[src/hdl/wfss_pkg.sv]
`timescale 1ns / 1ps
// ----------------------------------------------------------------------------
// Weighted fair stream scheduler package
// Shared widths, codes, sequencer states, memory request type and helpers.
// ----------------------------------------------------------------------------
package wfss_pkg;

	localparam int VT_W   = 64;
	localparam int IW_W   = 40;
	localparam int STR_W  = VT_W + IW_W;
	localparam int ADDR_W = 10;
	localparam int PROD_W = 56;

	localparam int DEF_NUM_STREAMS = 16;
	localparam int DEF_FRAC_BITS   = 16;

	localparam logic [1:0] ACT_SELECT = 2'd0;
	localparam logic [1:0] ACT_REPORT = 2'd1;
	localparam logic [1:0] ACT_SETPRI = 2'd2;
	localparam logic [1:0] ACT_DREADY = 2'd3;

	localparam logic [1:0] ST_DONE    = 2'd0;
	localparam logic [1:0] ST_EMPTY   = 2'd1;
	localparam logic [1:0] ST_IGNORED = 2'd2;

	localparam logic REG_INTERLEAVE = 1'b0;
	localparam logic REG_MAX_PAYLOAD = 1'b1;

	localparam logic [15:0] MAX_PAYLOAD_RST = 16'd1200;

	typedef enum logic [3:0] {
		S_CLEAR,
		S_IDLE,
		S_SCAN,
		S_SEL,
		S_MUL,
		S_ADD1,
		S_ADD2,
		S_WR,
		S_DIV,
		S_RESULT
	} state_t;

	typedef struct packed {
		logic              rd_en;
		logic [ADDR_W-1:0] rd_addr;
		logic              fin_we;
		logic              str_we;
		logic [ADDR_W-1:0] wr_addr;
	} mem_req_t;

	function automatic logic [VT_W-1:0] sat_add(input logic [VT_W-1:0] a,
		input logic [VT_W-1:0] b);
		logic [VT_W:0] s;
		s = {1'b0, a} + {1'b0, b};
		return s[VT_W] ? {VT_W{1'b1}} : s[VT_W-1:0];
	endfunction

endpackage

[src/hdl/wfss_state_mem.sv]
`timescale 1ns / 1ps
// ----------------------------------------------------------------------------
// Stream state memories
// Finish time memory and stream memory {virtual time, inverse weight}, each
// with one write port and a registered read port sharing one read address.
// ----------------------------------------------------------------------------
module wfss_state_mem #(
	parameter int NUM_STREAMS = wfss_pkg::DEF_NUM_STREAMS
) (
	input  logic                       clk,
	input  wfss_pkg::mem_req_t         req,
	input  logic [wfss_pkg::VT_W-1:0]  fin_wdata,
	input  logic [wfss_pkg::STR_W-1:0] str_wdata,
	output logic [wfss_pkg::VT_W-1:0]  fin_rdata,
	output logic [wfss_pkg::STR_W-1:0] str_rdata
);
	import wfss_pkg::*;

	localparam int SW = (NUM_STREAMS > 1) ? $clog2(NUM_STREAMS) : 1;

	logic [VT_W-1:0]  fin_mem [NUM_STREAMS];
	logic [STR_W-1:0] str_mem [NUM_STREAMS];

	always_ff @(posedge clk) begin
		if (req.fin_we) begin
			fin_mem[req.wr_addr[SW-1:0]] <= fin_wdata;
		end
		if (req.rd_en) begin
			fin_rdata <= fin_mem[req.rd_addr[SW-1:0]];
		end
	end

	always_ff @(posedge clk) begin
		if (req.str_we) begin
			str_mem[req.wr_addr[SW-1:0]] <= str_wdata;
		end
		if (req.rd_en) begin
			str_rdata <= str_mem[req.rd_addr[SW-1:0]];
		end
	end

endmodule

[config.mk]
export PLATFORM = sky130hd
export DESIGN_NAME = wfss_state_mem
export DESIGN_NICKNAME = d
export VERILOG_FILES = /design/src/hdl/wfss_pkg.sv /design/src/hdl/wfss_state_mem.sv
export SDC_FILE = /design/constraint.sdc
export NUM_CORES = 2
export LEC_CHECK = 0
export ABC_CLOCK_PERIOD_IN_PS = 9850
export BUFFER_PORTS_ARGS = -buffer_cell sky130_fd_sc_hd__buf_2
export CAP_MARGIN = 10
export CORE_AREA = 3 3 474 476
export DETAILED_ROUTE_END_ITERATION = 16
export DIE_AREA = 0 0 477 479
export PLACE_DENSITY = 0.66
export SLEW_MARGIN = 40
export SYNTH_ARGS = -nofsm -noshare
export SYNTH_HDL_FRONTEND = slang
export SYNTH_SLANG_ARGS = --single-unit
[constraint.sdc]
create_clock -name clk -period 9.85 [get_ports clk]
set_input_delay 2.955 -clock clk [delete_from_list [all_inputs] [get_ports clk]]
set_output_delay 2.955 -clock clk [all_outputs]
set_load 0.005 [all_outputs]
==> flow_summary.yaml <==
run_status:
  status: "completed"
worst_setup_path:
  cp-endpoint: "str_rdata[68]"
  start_kind: "input pin"
  crit_start: "req[12]"
  r2r_slack_ps: 8150
  r2r-start: "fin_mem[7][60]"
  arrival_ps: 5760
  reg2regPathDepth: 3
  cp-end-kind: "register"
  critical_path_required_ps: 10460
  reg2reg_to: "fin_rdata[60]"
  crit_type: "input pin to register"
  crit_fanout: 63
detailed_routing:
  antenna_left: 0
  via_count: 48900
  initialDrtViolationCount: 5221
  drt-vias-per-instance: 6.00
  drt-pass1-iter-count: 5
  drc: 0
  drt_wl_total_um: 245000
  drt-wirelength-per-cell_um: 30.1
worst_hold_path:
  hold_path.class: "register to register"
cells_and_area:
  final_nets: 5139
  fill_cells: 16300
  areaGrowthSynthToFinish_pct: 14.5
  seq_area_sq_mm: 0.0858
  drive_above_1_share: 0.314
  multiInputGateArea_sq_mm: 0.0192
clocking:
  hold_buffers: 0
  numCtsBuffers: 290
  clk-insertion-delay-late_ps: 930
  clockRootBuffer: "clkbuf_16"
  clk_path_buf_depth: 4
  cts_tree: "built"
  post-cts-setup-buffers: 0
  clkTransAtPathRegs_ps: 60
  clock_sink_count: 2856
  cts_resized: 0
  cts.htree.levels: 5
synthesis:
  yosys-top-cells-area: "edfxtp_1, mux4_2, a22oi_1, mux2_2, nand2_1"
  ys_types: 22
  synth_top_cell_area_share: 0.811
  netlist_area_sq_mm: 0.106
  postSynthCellCount: 4426
  yosysMostFrequentCell: "edfxtp_1"
  syn_area_per_cell_sq_um: 23.9
  ys.flop_type: "edfxtp_1"
  synth-seq-area-share: 0.811
  synth_largest_area_cell: "edfxtp_1"
  synth_common_cells: "edfxtp_1, mux4_2, a22oi_1, nand2_1, mux2_2"
  synth_nets: 4618
  synth_seq_cells: 2856
  synth-async-reset-ratio: 0
  synth-edff-count: 2856
  yosysWarnings: 0
sta:
  max_freq_mhz: 194
  fin_skew_ps: 50.0
  final.min_clock_period_ps: 5150
  period_share: 0.523
  grt_setup_unrepaired: "no"
  finalHoldViolCount: 0
  max_slew_margin: 0.400
  setup_viol: 0
  finalMaxSlewViolations: 0
  tns_ps: 0
  worstMarginPinSlew_ps: 900
placed_design:
  gp_congestion: 0.729
  portBuffers: 347
  hpwl_um: 126000
pwr:
  vdd_ir_drop_max_mv: 0.186
  totalPowerFinal_uw: 25200
  switching_share: 0.203
  p_leak_uw: 0.0383
  p_sw_uw: 5100
  pwr-share-seq: 0.547
  p_per_area_mw_per_mm2: 208
  pwr-share-clk: 0.406
  p_int_uw: 20100
  combPwrFrac: 0.047
die:
  die_w_um: 477
  rows: 173
  die_y_um: 479
  start_util: 0.478
  ios: 360
  coreArea_sq_mm: 0.221
  die-area_sq_mm: 0.228
grt:
  overflow: 0
  grt_max_degree: 126
  grt_pass1_wl_um: 354000
  grt_usage: 0.214
  first_global_vias: 50200
  antenna_found_initial: 86
flow_run:
  drv_cap: 0
==> per-stage QoR <==
| stage | cells | hold slack [ps] | cell area (sq um) | worst slack [ps] | util |
|---|---|---|---|---|---|
| 6_report | 8153 | 727 | 121000 | 4700 | 0.547 |
| 5_1_grt | 8129 | 749 | 121000 | 4360 | 0.546 |
| 4_1_cts | 8111 | 727 | 121000 | 4680 | 0.546 |
| 3_5_place_dp | 7625 | 730 | 112000 | 3670 | 0.506 |
| 3_3_place_gp | 7592 | 720 | 111000 | 3600 | 0.503 |
| 2_1_floorplan | 4426 | 710 | 106000 | 1480 | - |
==> cell type report <==
| type | instances | area share |
|---|---|---|
| Multi-Input combinational cell | 1333 | 0.158 |
| Timing Repair Buffer | 466 | 0.0300 |
| Clock inverter | 125 | 0.00864 |
| Tap cell | 2975 | 0.0307 |
| Antenna cell | 37 | 0.000765 |
| Clock buffer | 361 | 0.0630 |
| Sequential cell | 2856 | 0.708 |
==> worst max-delay path, cell delays in order <==
cell	delay, ps
buf_8	450
buf_12	290
buf_16	330
buf_4	540
mux4_2	570
a22oi_1	230
o21ai_0	210
==> worst min-delay path by stage <==
stage                          from            end  slack [ps]  depth (start not counted)
detailed placement  str_mem[14][78]  str_rdata[78]         730                          3
CTS                 str_mem[12][57]  str_rdata[57]         730                          3
global placement    fin_mem[15][57]  fin_rdata[57]         720                          3
finish              str_mem[12][57]  str_rdata[57]         730                          3
global route        str_mem[14][57]  str_rdata[57]         750                          3
floorplan            fin_mem[14][0]   fin_rdata[0]         710                          3
==> routing by layer <==
metal | vias up | global-route usage | part of all wire
met5 | - | 0 | 0.00091
met4 | 34 | 0.0642 | 0.024
met3 | 410 | 0.0521 | 0.086
met2 | 2017 | 0.343 | 0.49
met1 | 26400 | 0.294 | 0.40
li1 | 20100 | - | -
==> cell families (layout without fill, tap and decap cells) <==
kind of cell,Yosys count,after routing,synth area share
AO/OA/AOI/OAI,393,393,0.0272
other,0,37,0
AND/OR/NAND/NOR,197,197,0.00756
multiplexers,743,743,0.144
flip-flops,2856,2856,0.811
buffers and inverters,237,952,0.0106
==> state kept, by name (all words and copies together), names as in the netlist <==
signal / count
fin_rdata: 64
str_rdata: 104
fin_mem: 1024
str_mem: 1664
==> power groups by stage <==
stage	Sequential, uW	Combinational [uW]	Clock, uW
after CTS	13800	1190	10500
after global placement	14000	1150	0
after global routing	13800	1270	10900
after floorplan	14000	648	0
final	13800	1180	10200
after detailed placement	14000	1190	0
==> placed cells by master, fill, tap and decap left out, types with 3 or more instances in the layout <==
| master | count |
|---|---|
| buf_16 | 29 |
| nor2b_4 | 4 |
| buf_6 | 20 |
| buf_4 | 42 |
| nand2b_1 | 5 |
| bufinv_16 | 18 |
| edfxtp_1 | 2856 |
| o221ai_1 | 32 |
| a22oi_1 | 297 |
| buf_8 | 12 |
| buf_12 | 20 |
| o22ai_1 | 39 |
| buf_2 | 343 |
| mux4_2 | 608 |
| mux2i_1 | 7 |
| diode_2 | 37 |
| o21ai_0 | 25 |
| nor2_4 | 34 |
| clkinvlp_4 | 4 |
| clkinv_4 | 3 |
| inv_6 | 5 |
| nand2_1 | 141 |
| clkinv_1 | 56 |
| or2_2 | 3 |
| clkinv_2 | 39 |
| clkbuf_1 | 66 |
| mux2_2 | 128 |
| clkbuf_16 | 295 |
Power figures use the tool's default switching activity.
