**src/hdl/wfss_pkg.sv**
```systemverilog
`timescale 1ns / 1ps
// ----------------------------------------------------------------------------
// Weighted fair stream scheduler package
// Shared widths, codes, sequencer states, memory request type and helpers.
// ----------------------------------------------------------------------------
package wfss_pkg;

	localparam int VT_W   = 64;
	localparam int IW_W   = 40;
	localparam int STR_W  = VT_W + IW_W;
	localparam int ADDR_W = 10;
	localparam int PROD_W = 56;

	localparam int DEF_NUM_STREAMS = 16;
	localparam int DEF_FRAC_BITS   = 16;

	localparam logic [1:0] ACT_SELECT = 2'd0;
	localparam logic [1:0] ACT_REPORT = 2'd1;
	localparam logic [1:0] ACT_SETPRI = 2'd2;
	localparam logic [1:0] ACT_DREADY = 2'd3;

	localparam logic [1:0] ST_DONE    = 2'd0;
	localparam logic [1:0] ST_EMPTY   = 2'd1;
	localparam logic [1:0] ST_IGNORED = 2'd2;

	localparam logic REG_INTERLEAVE = 1'b0;
	localparam logic REG_MAX_PAYLOAD = 1'b1;

	localparam logic [15:0] MAX_PAYLOAD_RST = 16'd1200;

	typedef enum logic [3:0] {
		S_CLEAR,
		S_IDLE,
		S_SCAN,
		S_SEL,
		S_MUL,
		S_ADD1,
		S_ADD2,
		S_WR,
		S_DIV,
		S_RESULT
	} state_t;

	typedef struct packed {
		logic              rd_en;
		logic [ADDR_W-1:0] rd_addr;
		logic              fin_we;
		logic              str_we;
		logic [ADDR_W-1:0] wr_addr;
	} mem_req_t;

	function automatic logic [VT_W-1:0] sat_add(input logic [VT_W-1:0] a,
		input logic [VT_W-1:0] b);
		logic [VT_W:0] s;
		s = {1'b0, a} + {1'b0, b};
		return s[VT_W] ? {VT_W{1'b1}} : s[VT_W-1:0];
	endfunction

endpackage

```
**src/hdl/wfss_div.sv**
```systemverilog
`timescale 1ns / 1ps
// ----------------------------------------------------------------------------
// Reciprocal weight divider
// Restoring divider, one quotient bit per cycle, 16-bit divisor.
// ----------------------------------------------------------------------------
module wfss_div #(
	parameter int NUM_W = 18
) (
	input  logic             clk,
	input  logic             arst_n,
	input  logic             start,
	input  logic [NUM_W-1:0] numer,
	input  logic [15:0]      denom,
	output logic             done,
	output logic [NUM_W-1:0] quot
);
	import wfss_pkg::*;

	localparam int CW = $clog2(NUM_W + 1);

	logic          busy_q;
	logic          done_q;
	logic [CW-1:0] cnt_q;
	logic [16:0]   rem_q;
	logic [NUM_W-1:0] num_q;
	logic [15:0]   den_q;
	logic [16:0]   trial;
	logic          fits;

	assign trial = {rem_q[15:0], num_q[NUM_W-1]};
	assign fits  = trial >= {1'b0, den_q};

	always_ff @(posedge clk or negedge arst_n) begin
		if (!arst_n) begin
			busy_q <= 1'b0;
			done_q <= 1'b0;
			cnt_q  <= '0;
		end else begin
			done_q <= 1'b0;
			if (start) begin
				busy_q <= 1'b1;
				cnt_q  <= '0;
			end else if (busy_q) begin
				cnt_q <= cnt_q + 1'b1;
				if (cnt_q == CW'(NUM_W - 1)) begin
					busy_q <= 1'b0;
					done_q <= 1'b1;
				end
			end
		end
	end

	always_ff @(posedge clk) begin
		if (start) begin
			rem_q <= '0;
			num_q <= numer;
			den_q <= denom;
		end else if (busy_q) begin
			rem_q <= fits ? (trial - {1'b0, den_q}) : trial;
			num_q <= {num_q[NUM_W-2:0], fits};
		end
	end

	assign done = done_q;
	assign quot = num_q;

endmodule

```
**config.mk**
```make
export PLATFORM = sky130hd
export DESIGN_NAME = wfss_div
export DESIGN_NICKNAME = d
export VERILOG_FILES = /design/src/hdl/wfss_pkg.sv /design/src/hdl/wfss_div.sv
export SDC_FILE = /design/constraint.sdc
export NUM_CORES = 1
export LEC_CHECK = 0
export ABC_AREA = 1
export BUFFER_PORTS_ARGS = -buffer_cell sky130_fd_sc_hd__buf_2
export CAP_MARGIN = 20
export CORE_MARGIN = 2
export CORE_UTILIZATION = 50
export DETAILED_ROUTE_END_ITERATION = 7
export PLACE_DENSITY = 0.77
export REMOVE_ABC_BUFFERS = 1
export SLEW_MARGIN = 20
export SYNTH_ARGS = -nofsm -noshare
export SYNTH_HDL_FRONTEND = slang
export SYNTH_SLANG_ARGS = --single-unit
export TNS_END_PERCENT = 30
```
**constraint.sdc**
```tcl
create_clock -name clk -period 4.05 [get_ports clk]
set_input_delay 0.405 -clock clk [delete_from_list [all_inputs] [get_ports clk]]
set_output_delay 0.405 -clock clk [all_outputs]
set_load 0.005 [all_outputs]
```
==> flow_summary.yaml, run 1 <==
status:
  status: "complete, no violations"
clock_tree:
  cts_tree: "done"
  insertion_delay_ns: 0.34
  cts-root-buf: "clkbuf_8"
  clock_path_buffers: 2
  h-tree-depth: 3
  clk_pin_slew_worst_paths_ns: 0.07
  clock-sinks: 57
  cts_setup_buffers: 0
  cts_buffers: 9
cells_and_area:
  diodes: 0
  instances_no_fill: 594
  nFillCells: 606
  drive_gt1_frac: 0.163
  syn2layout_area_growth_pct: 15.5
  regArea_mm2: 0.00152
  multi_input_area_mm2: 0.00157
  nNetsFinal: 565
setup_path:
  start_kind: "register"
  required_ns: 4.29
  cp_data_arrival_time_ns: 2.40
  rrSetupSlack_ns: 1.90
  r2r_start: "den_q[8]"
  path_max_fanout: 18
  crit_buf_inv: 1
  crit_path_top_delay_cell: "nor2_4"
  r2r_cells: 11
  crit_start: "den_q[8]"
  criticalPathCategory: "reg -> reg"
  timing.rr.end: "rem_q[7]"
  crit_family: "simple AND/OR/NAND/NOR gates"
  max_stage_delay_ns: 0.38
  crit_chain: "inv_1 > ha_1 > nand2_1 > nor2_2 > nand4_1 > nand2_1 > nor2_4 > nand2_4 > nand2_1 > nand3_1 > o21ai_0"
  crit_cells: 11
  worstSetupEndpoint: "rem_q[7]"
  end_kind: "register"
  crit_top_cell: "nand2_1"
sta:
  setup_tns_ns: 0
  rsz0062_at_grt: "false"
  timing.final.crit_share: 0.532
  finalClockSkew_ns: 0.0103
  fmax_mhz: 464
  slew_violations: 0
  setup_viol: 0
  fin_crit_ns: 2.15
  maxSlewHeadroom: 0.486
  tightest_slew_ns: 0.771
  finalHoldViolations: 0
route:
  drt-initial-drc-count: 219
  via_per_inst: 5.07
  wl_um: 7620
  drtPass1Iterations: 5
  postRouteAntennaNets: 0
  dr_total_vias: 3010
  avgRoutedWirePerCell_um: 12.8
  drc_errors: 0
placed_design:
  dpl.hpwl_um: 5570
  dp.cells: 577
  port_buffers: 55
  routabilityCongestion: 0.912
job:
  cap_violations: 0
global_route:
  grt_max_degree: 39
  grt_overflow: 0
  grt_usage: 0.222
  grt_pass1_wl_um: 12900
  antenna_found_initial: 0
  grt_pass1_vias: 2925
synthesis:
  synth.distinct_cells: 34
  synth_edf_count: 34
  yosys_warnings: 0
  synth_ff_type: "edfxtp_1"
  synth_area_per_cell_um2: 7.57
  yosys.area.top_type: "edfxtp_1"
  syn-cell-area_mm2: 0.00341
  async_flop_share: 0.123
  synthTopCellsByArea: "edfxtp_1, nand2_1, dfxtp_1, inv_1, ha_1"
  ys_seq_area_frac: 0.444
  synth.most_common_cell: "nand2_1"
  syn_inst: 451
  ys_ff_latch: 57
  synth_top_cell_area_share: 0.299
  synth_common_cells: "nand2_1, inv_1, nand3_1, edfxtp_1, nor2_1"
die:
  initial_utilization: 0.511
  die_w_um: 86.6
  die_height_um: 86.6
  core-area_mm2: 0.00668
  die_area_mm2: 0.00750
  io_pins: 56
  rows: 30
power_and_ir_drop:
  vdd_drop_max_mv: 0.248
  p_leak_nw: 2.13
  p_per_area_mw_per_mm2: 630
min_path:
  hp-class: "in -> reg"
==> flip-flops by register name (all words and copies together), names as in the netlist <==
register	cells
busy_q	1
den_q	16
rem_q	16
done	1
quot	18
cnt_q	5
==> final cells by class <==
cell class,instances,share of cell area
multi-input combinational,310,0.398
tap,80,0.0254
inverter,75,0.0714
sequential,57,0.385
clock buffer,11,0.0333
timing repair buffer,56,0.0724
clock inverter,5,0.0143
==> worst register-to-register path: cells and delay by family (launching register included) <==
| family | cells | cell delay (ns) |
|---|---|---|
| AND/OR/NAND/NOR | 8 | 1.20 |
| AO/OA/AOI/OAI | 1 | 0.12 |
| adder cells (fa/ha/maj) | 1 | 0.28 |
| buffers and inverters | 1 | 0.08 |
| flip-flops | 1 | 0.37 |
==> per-stage QoR <==
stage / power (mW) / hold WS, ns / area [µm²] / setup WS, ns / util
2_1_floorplan: 1.68 / 0.109 / 3370 / 2.24 / -
3_3_place_gp: 1.93 / 0.243 / 3740 / 1.81 / 0.560
3_5_place_dp: 1.96 / 0.242 / 3740 / 1.73 / 0.560
4_1_cts: 2.48 / 0.228 / 3940 / 1.86 / 0.590
5_1_grt: 2.71 / 0.229 / 3940 / 1.66 / 0.590
6_report: 2.48 / 0.243 / 3940 / 1.90 / 0.590
==> layout by cell type, fill, tap and decap left out, drive strengths merged, types with 2 or more instances in the layout <==
cell    count
xor2        2
nand3      40
xnor2       4
edfxtp     34
nand4       5
nor3        7
inv        75
nand2     175
nor2       22
o21ai      12
a21oi      12
nand3b      7
ha         18
dfrtp       7
buf        55
dfxtp      16
clkinv      3
clkbuf     11
==> cell families after synthesis <==
| logic type | count (synthesis) | synth area share |
|---|---|---|
| flops | 57 | 0.444 |
| compound gates | 28 | 0.0466 |
| fa+ha+maj | 19 | 0.0718 |
| buf+inv | 84 | 0.0964 |
| simple gates | 257 | 0.326 |
| xor+xnor | 6 | 0.0154 |
==> layer usage <==
metal	global-route usage	vias up	share of wire
met5	0	-	0
met4	0.0994	0	0.020
met3	0.0457	13	0.058
met2	0.352	88	0.43
met1	0.292	1362	0.49
li1	-	1547	-
==> worst min path at each step <==
| stage | startpoint | endpoint | depth (start not counted) |
|---|---|---|---|
| after global placement | arst_n | done | 1 |
| final | denom[10] | den_q[10] | 1 |
| after CTS | denom[10] | den_q[10] | 1 |
| after floorplan | arst_n | busy_q | 0 |
| after detailed placement | arst_n | done | 1 |
| after global routing | denom[14] | den_q[14] | 1 |
==> repair_timing <==
action,in CTS,in global routing
hold buffers,1,0
hold endpoints to repair,7,0
gates resized for setup,0,0
==> where the power goes <==
part / internal [mW] / switching (mW) / leakage [nW]
logic: 0.427 / 0.733 / 1.45
registers: 0.732 / 0.0738 / 0.577
clock network: 0.283 / 0.234 / 0.0933
No activity file was read; power rests on OpenSTA's default activity.
==> run 2, diff against run 1 <==
==> constraint.sdc (replaced) <==
create_clock -name clk -period 2.1 [get_ports clk]
set_input_delay 0.21 -clock clk [delete_from_list [all_inputs] [get_ports clk]]
set_output_delay 0.21 -clock clk [all_outputs]
set_load 0.005 [all_outputs]
==> flow_summary.yaml, run 2 (synthesis gave the netlist of run 1 again) <==
status:
  status: "complete, no violations"
sta:
  fmax_mhz: 506
  layout_setup_ws_ns: 0.125
  whs_ns: 0.0346
  finalClockSkew_ns: 0.00940
  finalHoldViolations: 0
  setup_viol: 0
  setup_tns_ns: 0
  timing.final.crit_share: 0.940
  fin_crit_ns: 1.97
  slew_violations: 0
  rsz0062_at_grt: "true"
  tightest_slew_ns: 0.618
  maxSlewHeadroom: 0.588
route:
  postRouteAntennaNets: 0
  dr_total_vias: 3059
  via_per_inst: 5.06
  wl_um: 7820
  avgRoutedWirePerCell_um: 12.9
  drtPass1Iterations: 4
  drc_errors: 0
  drt-initial-drc-count: 150
clock_tree:
  h-tree-depth: 3
  cts_tree: "done"
  clock_path_buffers: 2
  cts-root-buf: "clkbuf_8"
  clock-sinks: 57
  cts_buffers: 9
  clk_pin_slew_worst_paths_ns: 0.07
  insertion_delay_ns: 0.35
setup_path:
  required_ns: 2.32
  crit_chain: "inv_1 > ha_2 > nand2_1 > nor2_1 > nand4_1 > nand2_1 > nor2_4 > buf_12 > buf_4 > nand3_1 > nand3_1 > o21ai_0"
  worstSetupEndpoint: "rem_q[4]"
  r2r_cells: 12
  crit_path_top_delay_cell: "edfxtp_1"
  cp_data_arrival_time_ns: 2.19
  rrSetupSlack_ns: 0.13
  max_stage_delay_ns: 0.36
  timing.rr.end: "rem_q[4]"
  criticalPathCategory: "reg -> reg"
  crit_start: "den_q[2]"
  end_kind: "register"
  start_kind: "register"
  path_max_fanout: 8
  r2r_start: "den_q[2]"
cells_and_area:
  layout_common_cells: "nand2_1, inv_1, buf_2, nand3_1, edfxtp_1"
  final_area_mm2: 0.00412
  syn2layout_area_growth_pct: 20.7
  nNetsFinal: 576
  mostFrequentLayoutCell: "nand2_1"
  drive_gt1_frac: 0.194
  instances_no_fill: 605
  largest_register_ffs: 18
  post-route-util: 0.617
  diodes: 0
power_and_ir_drop:
  finalPower_mw: 5.27
  p_leak_nw: 2.18
  vdd_drop_max_mv: 0.568
  p_per_area_mw_per_mm2: 1280
global_route:
  grt_pass1_wl_um: 13200
  grt_pass1_vias: 2987
  grt_overflow: 0
  antenna_found_initial: 0
  grt_max_degree: 36
  grt_usage: 0.227
min_path:
  hp-class: "in -> reg"
die:
  io_pins: 56
  die_area_mm2: 0.00750
  rows: 30
  initial_utilization: 0.511
  die_height_um: 86.6
  core-area_mm2: 0.00668
  die_w_um: 86.6
placed_design:
  dpl_cell_area_mm2: 0.00381
  place_ws_ns: 0.0129
  port_buffers: 55
  routabilityCongestion: 0.992
  dp.cells: 586
  dpl.hpwl_um: 5700
job:
  cap_violations: 0
-- run 2: cell count changes in the layout (fill, tap and decap cells not counted), sizes merged --
| cell | delta |
|---|---|
| buf | +10 |
| bufinv | +1 |
| clkinv | -1 |
| nand2 | +1 |
-- run 2: timing repair --
action                     4_1_cts  5_1_grt
buffers inserted                 0        1
hold endpoints to repair         7        0
setup endpoints to repair        0       16
hold buffers                     1        0
gates resized for setup          0       10
-- run 2: metal layers --
layer / vias to the layer above / global-route usage / wire length (µm)
li1: 1569 / - / -
met1: 1358 / 0.285 / 3480
met2: 113 / 0.368 / 3600
met3: 19 / 0.0495 / 510
met4: 0 / 0.116 / 234
met5: - / 0 / 0
-- run 2: area by class of cell --
class	count	area (µm²)
Multi-Input combinational cell	311	1630
Fill cell	586	2560
Clock inverter	5	80.1
Sequential cell	57	1520
Clock buffer	11	141
Tap cell	80	100
Inverter	75	282
Timing Repair Buffer	66	373
-- run 2: how the worst min path moves through the flow --
stage | endpoint | slack (ns) | cells after the start | from
final | den_q[14] | 0.03 | 1 | denom[14]
after global routing | den_q[1] | 0.03 | 1 | denom[1]
after CTS | den_q[11] | 0.03 | 1 | denom[11]
after detailed placement | cnt_q[3] | 0.05 | 1 | arst_n
after global placement | done | 0.04 | 1 | arst_n
after floorplan | busy_q | -0.09 | 0 | arst_n
-- run 2: power breakdown --
part / internal (mW) / leakage, nW / switching [mW]
Sequential: 1.41 / 0.577 / 0.140
Clock: 0.698 / 0.107 / 0.452
Combinational: 1.03 / 1.50 / 1.54
Total: 3.14 / 2.18 / 2.13
-- run 2: critical path: cells and delay by family (launching register included) --
kind                       cells  cell delay (ns)
AOI/OAI and AO/OA              1             0.08
adders and majority gates      1             0.30
buffers and inverters          3             0.35
DFF                            1             0.36
and+or+nand+nor                7             0.75
